## config.mk

```make
export PLATFORM = sky130hd
export DESIGN_NAME = grid_element_numbering_top
export DESIGN_NICKNAME = d
export VERILOG_FILES = /design/src/hw/rtl/gnum_pkg.sv /design/src/hw/rtl/grid_element_numbering_top.sv
export SDC_FILE = /design/constraint.sdc
export NUM_CORES = 1
export LEC_CHECK = 0
export BUFFER_PORTS_ARGS = -buffer_cell sky130_fd_sc_hd__buf_2
export CAP_MARGIN = 25
export CORE_MARGIN = 2
export CORE_UTILIZATION = 57
export CTS_BUF_LIST = sky130_fd_sc_hd__clkbuf_2 sky130_fd_sc_hd__clkbuf_4 sky130_fd_sc_hd__clkbuf_8
export CTS_CLUSTER_DIAMETER = 60
export CTS_CLUSTER_SIZE = 25
export DETAILED_ROUTE_END_ITERATION = 10
export GPL_ROUTABILITY_DRIVEN = 0
export PLACE_DENSITY = 0.86
export SLEW_MARGIN = 5
export SYNTH_ARGS = -nofsm -noshare
export SYNTH_HDL_FRONTEND = slang
export SYNTH_SLANG_ARGS = --single-unit
```

## constraint.sdc

```tcl
create_clock -name clk -period 6.5 [get_ports clk]
set_clock_uncertainty 0.2 [all_clocks]
set_input_delay 1.625 -clock clk [delete_from_list [all_inputs] [get_ports clk]]
set_output_delay 1.625 -clock clk [all_outputs]
set_load 0.05 [all_outputs]
```

## src/hw/rtl/gnum_pkg.sv

```systemverilog
`default_nettype none

package gnum_pkg;

  localparam int SIZE_W  = 9;
  localparam int NUM_W   = 24;
  localparam int COORD_W = 8;
  localparam int DIMS_W  = 2;
  localparam int IDX_W   = 2;

  localparam int MAX_AXIS_DEFAULT = 256;

  localparam logic [IDX_W-1:0] REG_X_COUNT  = 2'd0;
  localparam logic [IDX_W-1:0] REG_Y_COUNT  = 2'd1;
  localparam logic [IDX_W-1:0] REG_Z_COUNT  = 2'd2;
  localparam logic [IDX_W-1:0] REG_MIN_DIMS = 2'd3;

  typedef struct packed {
    logic [NUM_W-1:0]   element_number;
    logic [COORD_W-1:0] coord_i;
    logic [COORD_W-1:0] coord_j;
    logic [COORD_W-1:0] coord_k;
    logic [DIMS_W-1:0]  grid_dims;
    logic               last;
  } result_t;

endpackage

`default_nettype wire

```

## src/hw/rtl/grid_element_numbering_top.sv

```systemverilog
// Channel   Valid      Stall      Word
// input     in_valid   in_stall   restart
// output    out_valid  out_stall  element_number, coord_i/j/k, grid_dims, last
// config    wr_en      (none)     wr_index, wr_data
//
// One word is accepted every cycle while in_stall is low; its result is registered.
// The position counters are updated in the same cycle the word is accepted.
// A two-entry output buffer lets the input run on while one result waits; in_stall
// rises only when both entries are full and comes straight from a register.
// Synchronous reset clears the positions, the sizes to 1 and the minimum to 0.
`default_nettype none

module grid_element_numbering_top #(
  parameter int MAX_AXIS = gnum_pkg::MAX_AXIS_DEFAULT
) (
  input  wire logic                         clk,
  input  wire logic                         rst,
  input  wire logic                         wr_en,
  input  wire logic [gnum_pkg::IDX_W-1:0]   wr_index,
  input  wire logic [gnum_pkg::SIZE_W-1:0]  wr_data,
  input  wire logic                         in_valid,
  output logic                              in_stall,
  input  wire logic                         restart,
  output logic                              out_valid,
  input  wire logic                         out_stall,
  output logic [gnum_pkg::NUM_W-1:0]        element_number,
  output logic [gnum_pkg::COORD_W-1:0]      coord_i,
  output logic [gnum_pkg::COORD_W-1:0]      coord_j,
  output logic [gnum_pkg::COORD_W-1:0]      coord_k,
  output logic [gnum_pkg::DIMS_W-1:0]       grid_dims,
  output logic                              last
);
  import gnum_pkg::*;

  localparam int SIZE_MAX  = (1 << SIZE_W) - 1;
  localparam int MAX_CLAMP = (MAX_AXIS > SIZE_MAX) ? SIZE_MAX : MAX_AXIS;
  localparam int PW        = $clog2(MAX_CLAMP);

  logic [SIZE_W-1:0] x_count;
  logic [SIZE_W-1:0] y_count;
  logic [SIZE_W-1:0] z_count;
  logic [DIMS_W-1:0] min_dims;

  logic [PW-1:0]     pos [3];
  logic [NUM_W-1:0]  running_number;
  logic [PW-1:0]     pos_next [3];
  logic [NUM_W-1:0]  running_number_next;

  logic [SIZE_W-1:0] raw [3];
  logic [SIZE_W-1:0] n [3];
  logic [PW-1:0]     cur [3];
  logic [NUM_W-1:0]  cur_number;
  logic [PW:0]       inc [3];
  logic [2:0]        is_fast;
  logic [2:0]        is_mid;
  logic [2:0]        is_slow;
  logic [2:0]        at_end;
  logic [2:0]        big;
  logic              stale;
  logic              clear;
  logic              is_last;
  logic              wrap_fast;
  logic              wrap_mid;
  logic [DIMS_W-1:0] dims_cnt;
  logic [DIMS_W-1:0] dims;
  logic              accept;
  logic              take_out;
  result_t           res;
  result_t           out_word;
  result_t           skid_word;
  logic              skid_valid;

  always_ff @(posedge clk) begin
    if (rst) begin
      x_count  <= SIZE_W'(1);
      y_count  <= SIZE_W'(1);
      z_count  <= SIZE_W'(1);
      min_dims <= '0;
    end else if (wr_en) begin
      unique case (wr_index)
        REG_X_COUNT:  x_count  <= wr_data;
        REG_Y_COUNT:  y_count  <= wr_data;
        REG_Z_COUNT:  z_count  <= wr_data;
        REG_MIN_DIMS: min_dims <= wr_data[DIMS_W-1:0];
        default:      ;
      endcase
    end
  end

  assign raw[0] = x_count;
  assign raw[1] = y_count;
  assign raw[2] = z_count;

  always_comb begin
    stale = 1'b0;
    for (int a = 0; a < 3; a++) begin
      if (raw[a] == '0) begin
        n[a] = SIZE_W'(1);
      end else if (raw[a] > SIZE_W'(MAX_CLAMP)) begin
        n[a] = SIZE_W'(MAX_CLAMP);
      end else begin
        n[a] = raw[a];
      end
      big[a] = (n[a] > SIZE_W'(1));
      if (SIZE_W'(pos[a]) >= n[a]) begin
        stale = 1'b1;
      end
    end
  end

  assign clear = restart | stale;

  always_comb begin
    for (int a = 0; a < 3; a++) begin
      cur[a]    = clear ? '0 : pos[a];
      inc[a]    = {1'b0, cur[a]} + (PW+1)'(1);
      at_end[a] = ((PW+1)'(n[a]) == inc[a]);
    end
    cur_number = clear ? '0 : running_number;
  end

  assign is_last = &at_end;

  always_comb begin
    dims_cnt = DIMS_W'(big[0]) + DIMS_W'(big[1]) + DIMS_W'(big[2]);
    dims     = (dims_cnt == '0) ? DIMS_W'(1) : dims_cnt;
    if (dims < min_dims) begin
      dims = min_dims;
    end
  end

  always_comb begin
    if (n[0] > n[1]) begin
      if (n[0] > n[2]) begin
        if (n[1] > n[2]) begin
          is_fast = 3'b100; is_mid = 3'b010; is_slow = 3'b001;
        end else begin
          is_fast = 3'b010; is_mid = 3'b100; is_slow = 3'b001;
        end
      end else begin
        is_fast = 3'b010; is_mid = 3'b001; is_slow = 3'b100;
      end
    end else if (n[0] > n[2]) begin
      is_fast = 3'b100; is_mid = 3'b001; is_slow = 3'b010;
    end else if (n[1] > n[2]) begin
      is_fast = 3'b001; is_mid = 3'b100; is_slow = 3'b010;
    end else begin
      is_fast = 3'b001; is_mid = 3'b010; is_slow = 3'b100;
    end
  end

  assign wrap_fast = |(is_fast & at_end);
  assign wrap_mid  = wrap_fast & (|(is_mid & at_end));

  always_comb begin
    for (int a = 0; a < 3; a++) begin
      if (is_last) begin
        pos_next[a] = '0;
      end else if (is_fast[a]) begin
        pos_next[a] = wrap_fast ? '0 : inc[a][PW-1:0];
      end else if (is_mid[a]) begin
        if (wrap_mid) begin
          pos_next[a] = '0;
        end else begin
          pos_next[a] = wrap_fast ? inc[a][PW-1:0] : cur[a];
        end
      end else begin
        pos_next[a] = (wrap_mid & is_slow[a]) ? inc[a][PW-1:0] : cur[a];
      end
    end
    running_number_next = is_last ? '0 : cur_number + NUM_W'(1);
  end

  always_comb begin
    res.element_number = cur_number;
    res.coord_i        = COORD_W'(cur[0]);
    res.coord_j        = COORD_W'(cur[1]);
    res.coord_k        = COORD_W'(cur[2]);
    res.grid_dims      = dims;
    res.last           = is_last;
  end

  assign in_stall = skid_valid;
  assign accept   = in_valid & ~skid_valid;
  assign take_out = out_valid & ~out_stall;

  always_ff @(posedge clk) begin
    if (rst) begin
      for (int a = 0; a < 3; a++) begin
        pos[a] <= '0;
      end
      running_number <= '0;
    end else if (accept) begin
      for (int a = 0; a < 3; a++) begin
        pos[a] <= pos_next[a];
      end
      running_number <= running_number_next;
    end
  end

  always_ff @(posedge clk) begin
    if (rst) begin
      out_valid  <= 1'b0;
      skid_valid <= 1'b0;
    end else if (skid_valid) begin
      if (take_out) begin
        out_word   <= skid_word;
        skid_valid <= 1'b0;
      end
    end else if (accept) begin
      if (!out_valid || take_out) begin
        out_word  <= res;
        out_valid <= 1'b1;
      end else begin
        skid_word  <= res;
        skid_valid <= 1'b1;
      end
    end else if (take_out) begin
      out_valid <= 1'b0;
    end
  end

  assign element_number = out_word.element_number;
  assign coord_i        = out_word.coord_i;
  assign coord_j        = out_word.coord_j;
  assign coord_k        = out_word.coord_k;
  assign grid_dims      = out_word.grid_dims;
  assign last           = out_word.last;

endmodule

`default_nettype wire

```

==> flow_summary.toml, run 1 <==
[run_status]
status = "finished, final reports clean"

[detailed_routing]
wirelength_mm = 26.8
drt-wirelength-per-cell_um = 19.0
antenna_left = 0
vias_per_cell = 6.37
dr.pass1.iters = 8
vias = 8978
remaining_drc_errors = 0
drtIter0Drc = 1083

[final_layout]
syn2layout_area_growth_pct = 10.4
final_cell_area_um2 = 11900
nets = 1242
register_area_um2 = 4890
multiInputGateArea_um2 = 5450
diodes = 0
fillers = 1454
final_util_pct = 63.8
layout-drive-gt1-share_pct = 16.7

[timing]
period_share_pct = 94.4
slew_viol_final = 0
setup_violations = 0
timing.final.hold_violations = 0
finalSetupTns_ps = 0
max_freq_ghz = 0.163
tightest_slew_ps = 912
hold_ws_ps = 268
relSlewSlack_pct = 39.1
rsz0062_at_grt = "false"
period_minus_slack_ps = 6140

[cts]
cts-htree-levels = 4
clkSlewWorstSetupHoldPaths_ps = 110
clockBufferDepth = 2
numCtsBuffers = 17
cts_tree = "built"
cts_hold_buf = 0
insertion_delay_ps = 500
clock_sinks = 181
cts-root-buf = "clkbuf_8"

[logic_synthesis]
synth_edf_count = 126
post_synth_and_or_nand_nor_area_fraction_pct = 19.5
syn_area_um2 = 10800
synth_common_cells = "145 x nand2_1, 126 x edfxtp_1, 76 x o21ai_0, 64 x inv_1, 62 x ha_1"
yosysTopAreaCell = "edfxtp_1"
synth.avg_cell_area_um2 = 9.84
yosys_warnings = 0
synthAdderAreaFrac_pct = 7.48
syn_inst = 1094
synth.most_common_cell = "nand2_1"
yosys-top-cells-area = "edfxtp_1 35%, dfxtp_1 10%, ha_1 7.2%, nand2_1 5.1%, o21ai_0 3.5%"
ys.flop_type = "edfxtp_1"
muxShareOfSynthArea_pct = 4.07
synth_xor_area_share_pct = 3.74
yosysTopAreaCellShare_pct = 35.1
synth-compound-area-share_pct = 15.2
synth_seq_cells = 181
async_flop_share_pct = 0
synth_top_family_by_area = "simple AND/OR/NAND/NOR gates"
synth_nets = 1174
synth_cell_types = 90
ys_seq_area_share_pct = 45.4

[floorplan]
die-area_um2 = 20000
core_um2 = 18600
row_count = 50
start_util_pct = 57.7
io_pins = 70
dieHeight_um = 141
dieWidth_um = 141

[flow_run]
drv_cap = 0

[min_path]
hold_path.class = "flip-flop to flip-flop"
hold_path_end = "running_number[23]"
worstHoldStart = "running_number[23]"
whs_path_depth = 1

[setup_path]
slowest_stage = "dfxtp_2"
cpMostUsedCell = "nand2_1"
r2r_cells = 26
cp.arrival_ps = 6200
crit_type = "flip-flop to flip-flop"
r2r-start = "z_count[8]"
r2r-end = "pos[0][21]"
critPathRequiredTime_ps = 6560
end_kind = "flip-flop"
startpoint_type = "flip-flop"
regToRegSetupSlack_ps = 360
max_stage_delay_ps = 460
cp_max_fo = 15

[global_routing]
grt_first_pass_wirelength_mm = 43.0
grt_max_degree = 86
overflow = 0
antenna_found_initial = 0
track_usage_pct = 27.1
grt_pass1_vias = 8625

[placed_design]
io_buffers = 69
place_hpwl_mm = 19.2
place_area_um2 = 11400

[power]
leakagePower_nw = 4.86
pwr-share-seq_pct = 43.3
power.density_nw_per_um2 = 258
internal_power_mw = 1.91
vdd_drop_max_v = 0.000245
p_clk_share_pct = 26.3
switching_share_pct = 37.8
power_frac_comb_pct = 30.4
p_sw_mw = 1.16
-- power groups by stage --
stage	Combinational [mW]	Sequential (mW)	Clock (mW)
after floorplan	0.642	1.40	0
after global placement	0.869	1.35	0
after detailed placement	0.896	1.35	0
after CTS	0.902	1.33	0.815
after global routing	1.01	1.33	0.855
final	0.935	1.33	0.807
-- area by class of cell --
type / instances / share of cell area [%]
Clock buffer: 17 / 1.97
Clock inverter: 15 / 1.55
Inverter: 68 / 2.25
Multi-Input combinational cell: 795 / 45.9
Sequential cell: 181 / 41.1
Tap cell: 234 / 2.46
Timing Repair Buffer: 99 / 4.80
-- flip-flops by register name, summed over array words and instances (netlist names) --
register / cells
skid_word: 51
pos: 24
y_count: 9
in_stall: 1
running_number: 24
out_valid: 1
x_count: 9
grid_dims: 2
last: 1
coord_k: 8
element_number: 24
z_count: 9
coord_j: 8
min_dims: 2
coord_i: 8
-- metal layers --
layer,vias up,part of all wire [%],global-route usage [%]
met3,93,9.4,5.74
met4,0,3.3,11.7
met2,535,48,44.9
li1,4164,-,-
met1,4186,39,34.6
met5,-,0,0
-- worst max path at each step --
stage / cells after the start / start / slack, ps / to
2_1_floorplan: 26 / restart / 4 / pos[0][0]
3_3_place_gp: 23 / restart / 170 / pos[0][5]
3_5_place_dp: 21 / restart / -70 / pos[0][5]
4_1_cts: 25 / z_count[8] / 160 / pos[0][5]
5_1_grt: 28 / z_count[4] / 0.5 / pos[0][22]
6_report: 26 / z_count[8] / 360 / pos[0][21]
-- cells by family (layout without fill, tap and decap cells) --
kind of cell / after synthesis / count (layout)
compound gates: 247 / 247
xor+xnor: 46 / 46
fa+ha+maj: 64 / 64
buf+inv: 118 / 199
flops: 181 / 181
mux: 41 / 41
simple gates: 397 / 397
-- stage by stage --
| step | power [mW] | worst slack (ps) | std cells |
|---|---|---|---|
| final | 3.07 | 364 | 1409 |
| after global routing | 3.20 | 0.461 | 1409 |
| after CTS | 3.04 | 158 | 1409 |
| after detailed placement | 2.25 | -67.3 | 1377 |
| after global placement | 2.22 | 172 | 1377 |
| after floorplan | 2.04 | 3.90 | 1094 |
-- critical path: cells and delay by family (launching register included) --
| family | cells | cell delay, ps |
|---|---|---|
| AND/OR/NAND/NOR | 11 | 2120 |
| buffers and inverters | 4 | 850 |
| adder cells (fa/ha/maj) | 2 | 570 |
| flip-flops | 1 | 460 |
| XOR/XNOR | 1 | 140 |
| AO/OA/AOI/OAI | 8 | 1570 |
-- cell usage in the layout, fill, tap and decap left out, types with 12 or more instances in the layout --
master    Yosys  final
buf_4         3     30
clkbuf_8      0     17
nand4_1      13     13
dfxtp_1      55     53
ha_1         62     60
inv_1        64     64
a21oi_1      51     51
nor2_1       61     60
edfxtp_1    126    126
o21ai_0      76     76
buf_2         9     69
mux2i_1      19     19
nor4_1       13     13
nand2_1     145    144
nor3_1       18     17
nand3_1      32     31
xnor2_1      34     34
and3_1       36     36
nor2b_1      16     16
mux2_2       22     22
a31oi_1      13     12
nand2b_1     15     15
-- timing repair --
item,4_1_cts,5_1_grt
endpoints found under the hold margin,0,0
buffers inserted,0,0
gates resized for setup,0,8
endpoints found under the setup margin,0,23
(Power assumes the default switching activity.)
==> run 2, diff against run 1 <==
--- a/config.mk
+++ b/config.mk
@@ -5,16 +5,17 @@
 export SDC_FILE = /design/constraint.sdc
 export NUM_CORES = 1
 export LEC_CHECK = 0
+export ABC_AREA = 1
 export BUFFER_PORTS_ARGS = -buffer_cell sky130_fd_sc_hd__buf_2
 export CAP_MARGIN = 25
 export CORE_MARGIN = 2
-export CORE_UTILIZATION = 57
+export CORE_UTILIZATION = 58
 export CTS_BUF_LIST = sky130_fd_sc_hd__clkbuf_2 sky130_fd_sc_hd__clkbuf_4 sky130_fd_sc_hd__clkbuf_8
 export CTS_CLUSTER_DIAMETER = 60
 export CTS_CLUSTER_SIZE = 25
 export DETAILED_ROUTE_END_ITERATION = 10
 export GPL_ROUTABILITY_DRIVEN = 0
-export PLACE_DENSITY = 0.86
+export PLACE_DENSITY = 0.87
 export SLEW_MARGIN = 5
 export SYNTH_ARGS = -nofsm -noshare
 export SYNTH_HDL_FRONTEND = slang
==> flow_summary.toml, run 2 <==
[final_layout]
layout-drive-gt1-share_pct = 11.7
nets = 1626
regMostFlops = "skid_word"
final_util_pct = 64.3
syn2layout_area_growth_pct = 9.07
diodes = 0
final_common_cell = "nand2_1"
final_cell_mix = "373 x nand2_1, 193 x inv_1, 141 x nor2_1"
instances_no_fill = 1824
final_cell_area_um2 = 12500
largest_reg_flops = 51

[timing]
rsz0062_at_grt = "false"
relSlewSlack_pct = 43.3
timing.final.hold_violations = 0
tightest_slew_ps = 850
period_share_pct = 91.2
finalSetupTns_ps = 0
slew_viol_final = 0
period_minus_slack_ps = 5930
hold_ws_ps = 274
setup_violations = 0
max_freq_ghz = 0.169

[placed_design]
numPlacedInstances = 1789
io_buffers = 69
place_hpwl_mm = 21.7
place_area_um2 = 12100

[setup_path]
cp_max_fo = 23
end_kind = "flip-flop"
r2r-end = "pos[0][6]"
r2r-start = "z_count[0]"
cp.arrival_ps = 5980
startpoint_type = "flip-flop"
r2r_cells = 26
critPathRequiredTime_ps = 6550
crit_type = "flip-flop to flip-flop"
regToRegSetupSlack_ps = 570

[cts]
cts-root-buf = "clkbuf_8"
insertion_delay_ps = 500
cts_hold_buf = 0
numCtsBuffers = 17
clock_sinks = 181
clockBufferDepth = 2
cts-htree-levels = 4
clkSlewWorstSetupHoldPaths_ps = 120
cts_tree = "built"

[logic_synthesis]
ys_seq_area_share_pct = 42.6
async_flop_share_pct = 0
synth_nets = 1563
synth_xor_area_share_pct = 1.45
synth_cell_types = 43
muxShareOfSynthArea_pct = 0
synth.avg_cell_area_um2 = 7.74
ys.flop_type = "edfxtp_1"
synth_common_cells = "373 x nand2_1, 193 x inv_1, 142 x nor2_1, 132 x o21ai_0, 126 x edfxtp_1"
synth.most_common_cell = "nand2_1"
synthAdderAreaFrac_pct = 6.93
post_synth_and_or_nand_nor_area_fraction_pct = 29.8
yosysTopAreaCellShare_pct = 33.0
synth_top_family_by_area = "simple AND/OR/NAND/NOR gates"
yosys-top-cells-area = "edfxtp_1 33%, nand2_1 12%, dfxtp_1 9.6%, ha_1 6.8%, inv_1 6.3%"
yosysTopAreaCell = "edfxtp_1"
syn_area_um2 = 11500
synth_seq_cells = 181
syn_inst = 1483
synth-compound-area-share_pct = 10.7
synth_edf_count = 126
yosys_warnings = 0

[global_routing]
grt_pass1_vias = 9785
overflow = 0
grt_first_pass_wirelength_mm = 48.2
grt_max_degree = 62
track_usage_pct = 29.3
antenna_found_initial = 0

[floorplan]
io_pins = 70
start_util_pct = 59.0
core_um2 = 19500
row_count = 51
die-area_um2 = 20900
dieWidth_um = 145
dieHeight_um = 145

[detailed_routing]
wirelength_mm = 30.2
dr.pass1.iters = 8
antenna_left = 0
vias_per_cell = 5.95
remaining_drc_errors = 0
drtIter0Drc = 1670
vias = 10850
drt-wirelength-per-cell_um = 16.5

[power]
power.density_nw_per_um2 = 287
leakagePower_nw = 5.40
vdd_drop_max_v = 0.000172

[flow_run]
drv_cap = 0

[run_status]
status = "finished, final reports clean"

[min_path]
worstHoldStart = "running_number[19]"
hold_path_end = "running_number[19]"
whs_path_depth = 2
hold_path.class = "flip-flop to flip-flop"
==> run 2: cell types whose count changed in the layout (fill, tap and decap cells not counted), sizes merged, moves of 16 or more <==
| cell | change |
|---|---|
| a21oi | +28 |
| nand2 | +230 |
| nand3 | +80 |
| nand4 | +40 |
| nor2b | -16 |
| nor2 | +103 |
| mux2 | -22 |
| inv | +135 |
| o21ai | +64 |
| mux2i | -19 |
| and3 | -36 |
| xnor2 | -33 |
==> run 2: cell families (layout without fill, tap and decap cells) <==
family          count (synthesis)  after routing
fa+ha+maj                      63             63
compound gates                239            239
xor+xnor                       19             19
buf+inv                       244            320
simple gates                  737            737
flops                         181            181
==> run 2: area by class of cell <==
class                      instances  area (um2)
timing repair buffer              88         488
clock inverter                    15         209
inverter                         200         751
clock buffer                      17         234
sequential                       181        4890
multi-input combinational       1058        5620
fill                            1543        6940
tap                              265         332
==> run 2: what timing repair did <==
item / 4_1_cts / 5_1_grt
endpoints found under the setup margin: 0 / 3
buffers inserted: 0 / 3
gates resized for setup: 0 / 0
hold endpoints to repair: 0 / 0
==> run 2: layer usage <==
| layer | GRT usage [%] | wire length (um) | vias to the layer above |
|---|---|---|---|
| met4 | 12.2 | 1180 | 0 |
| met5 | 0 | 0 | - |
| met1 | 39.9 | 11800 | 4833 |
| met2 | 46.4 | 13400 | 784 |
| li1 | - | - | 5089 |
| met3 | 5.50 | 3750 | 144 |
==> run 2: power by group <==
group / total, mW / internal, mW / leakage, nW / switching, mW
Sequential: 1.38 / 1.31 / 1.62 / 0.0654
Clock: 0.838 / 0.310 / 0.217 / 0.527
Combinational: 1.38 / 0.373 / 3.56 / 1.01
==> run 2: critical path, stage by stage (launching register included) <==
cell and delay, ps:
dfxtp_1 340, or2_2 290, nor2_1 140, nand2_1 60, nand2_1 80, inv_1 100
nor2_1 230, inv_1 200, ha_1 330, a21oi_1 230, a21oi_1 160, nor2_4 330
nand3_2 500, nor2_2 400, nand3_1 120, nand2_1 90, nand2_1 120, nand2_1 70
nand3_1 80, nor2_2 200, nand3_4 210, nand3_4 310, nand2_2 240, nand2_1 290
nor2_1 100, nor2_1 150, a21oi_1 100
==> run 2: worst max-delay path by stage <==
| stage | start | endpoint | slack, ps | cells past startpoint |
|---|---|---|---|---|
| after floorplan | in_valid | coord_i[0] | 430 | 4 |
| after global placement | restart | pos[0][1] | 690 | 25 |
| after CTS | z_count[0] | pos[0][6] | 570 | 33 |
| after detailed placement | restart | pos[0][1] | 580 | 25 |
| final | z_count[0] | pos[0][6] | 570 | 26 |
| after global routing | x_count[5] | pos[0][6] | 180 | 35 |
==> run 2: stage by stage <==
stage | power, mW | worst slack [ps]
after floorplan | 2.41 | 427
after global placement | 2.67 | 694
after detailed placement | 2.71 | 575
after CTS | 3.54 | 569
after global routing | 3.77 | 183
final | 3.59 | 571
==> run 3, diff against run 2 <==
--- a/config.mk
+++ b/config.mk
@@ -16,6 +16,7 @@
 export DETAILED_ROUTE_END_ITERATION = 10
 export GPL_ROUTABILITY_DRIVEN = 0
 export PLACE_DENSITY = 0.87
+export REMOVE_ABC_BUFFERS = 1
 export SLEW_MARGIN = 5
 export SYNTH_ARGS = -nofsm -noshare
 export SYNTH_HDL_FRONTEND = slang
==> flow_summary.toml, run 3 (synthesized netlist as in run 2, its figures left out) <==
[timing]
period_share_pct = 92.2
max_freq_ghz = 0.167
finalSetupTns_ps = 0
rsz0062_at_grt = "false"
fin_ws_ps = 506
tightest_slew_ps = 883
relSlewSlack_pct = 41.1
slew_viol_final = 0
period_minus_slack_ps = 5990
setup_violations = 0
timing.final.hold_violations = 0

[setup_path]
startpoint_type = "flip-flop"
crit_type = "flip-flop to flip-flop"
max_stage_delay_ps = 360
cp.arrival_ps = 6040
cp_max_fo = 37
cpMostUsedCell = "nor2_1"
end_kind = "flip-flop"
critPathRequiredTime_ps = 6540
slowest_stage = "nand3_4"

[power]
switching_share_pct = 43.3
leakagePower_nw = 5.36
vdd_drop_max_v = 0.000154
pwr-share-seq_pct = 39.1
internal_power_mw = 2.00
p_clk_share_pct = 22.7
power_frac_comb_pct = 38.2
p_sw_mw = 1.53
power.density_nw_per_um2 = 284

[detailed_routing]
highest_layer = "met4"
dr_wl_met3_mm = 3.03
drt-wirelength-per-cell_um = 16.5
wl_met1_mm = 11.9
dr.pass1.iters = 7
remaining_drc_errors = 0
dr_wl_met2_mm = 13.9
vias = 10704
antenna_left = 0
vias_per_cell = 5.88
drtIter0Drc = 1289
wirelength_mm = 30.0

[global_routing]
antenna_found_initial = 0
grt_first_pass_wirelength_mm = 48.3
overflow = 0
grt_pass1_vias = 9943
track_usage_pct = 29.3
grt_max_degree = 58

[final_layout]
final_cell_mix = "373 x nand2_1, 193 x inv_1, 141 x nor2_1"
nets = 1621
largest_reg_flops = 51
layout-drive-gt1-share_pct = 11.4
syn2layout_area_growth_pct = 8.52
diodes = 0
final_common_cell = "nand2_1"
regMostFlops = "skid_word"

[cts]
cts_tree = "built"
cts_setup_buffers = 0
cts-htree-levels = 4
cts-root-buf = "clkbuf_8"
cts_resized = 0
insertion_delay_ps = 490
clkSlewWorstSetupHoldPaths_ps = 100
clock_sinks = 181
clockBufferDepth = 2
cts_hold_buf = 0
numCtsBuffers = 17

[floorplan]
row_count = 51
core_um2 = 19500
dieHeight_um = 145
start_util_pct = 59.0
io_pins = 70
die-area_um2 = 20900
dieWidth_um = 145

[min_path]
hold_path.class = "flip-flop to flip-flop"

[placed_design]
io_buffers = 69
preCtsSetupSlack_ps = 684
place_hpwl_mm = 21.6

[flow_run]
drv_cap = 0

[run_status]
status = "finished, final reports clean"
## run 3: cell count changes in the layout (fill, tap and decap cells not counted)
cell        previous run  this run
buf_4                 19        13
inv_12                 5         0
inv_8                  1         6
clkinv_8               5         2
clkinvlp_4             0         2
buf_6                  0         1
bufinv_16              0         1
## run 3: final timing paths
kind,from,end,cells after the start,slack (ps)
hold reg to reg,running_number[19],running_number[19],2,280
hold / removal,running_number[19],running_number[19],2,280
setup / recovery,z_count[0],pos[0][1],33,510
setup reg to reg,z_count[0],pos[0][1],33,510
## run 3: final cells by class
| class | instances | area [um2] |
|---|---|---|
| multi-input cells | 1058 | 5620 |
| inverters | 200 | 751 |
| clock inverters | 15 | 180 |
| flip-flops and latches | 181 | 4890 |
| fillers | 1603 | 7000 |
| clock buffers | 17 | 234 |
| repair buffers | 83 | 454 |
| well taps | 265 | 332 |
## run 3: worst max-delay path: cells and delay by family (launching register included)
| kind | cells | cell delay (ps) |
|---|---|---|
| adder cells (fa/ha/maj) | 2 | 550 |
| AND/OR/NAND/NOR | 23 | 3750 |
| flip-flops | 1 | 340 |
| AO/OA/AOI/OAI | 2 | 210 |
| buffers and inverters | 6 | 660 |
## run 3: through the flow
step                      instances  hold WS (ps)  power (mW)  utilization, %  area [um2]
after CTS                      1819           278        3.49            64.0       12500
after global routing           1819           300        3.72            64.0       12500
after global placement         1787           248        2.65            61.9       12000
after detailed placement       1787           262        2.69            61.9       12000
final                          1819           275        3.53            64.0       12500
after floorplan                1439           227        2.34               -       11200
## run 3: power groups by stage
stage,registers [mW],clock network [mW],logic [mW]
after global routing,1.38,0.857,1.48
after floorplan,1.44,0,0.895
after detailed placement,1.40,0,1.30
final,1.38,0.802,1.35
after global placement,1.40,0,1.25
after CTS,1.37,0.811,1.31
## run 3: routing by layer
metal / vias up / GRT usage, %
met4: 0 / 13.3
met1: 4841 / 37.5
met2: 673 / 48.0
li1: 5067 / -
met5: - / 0
met3: 123 / 6.12
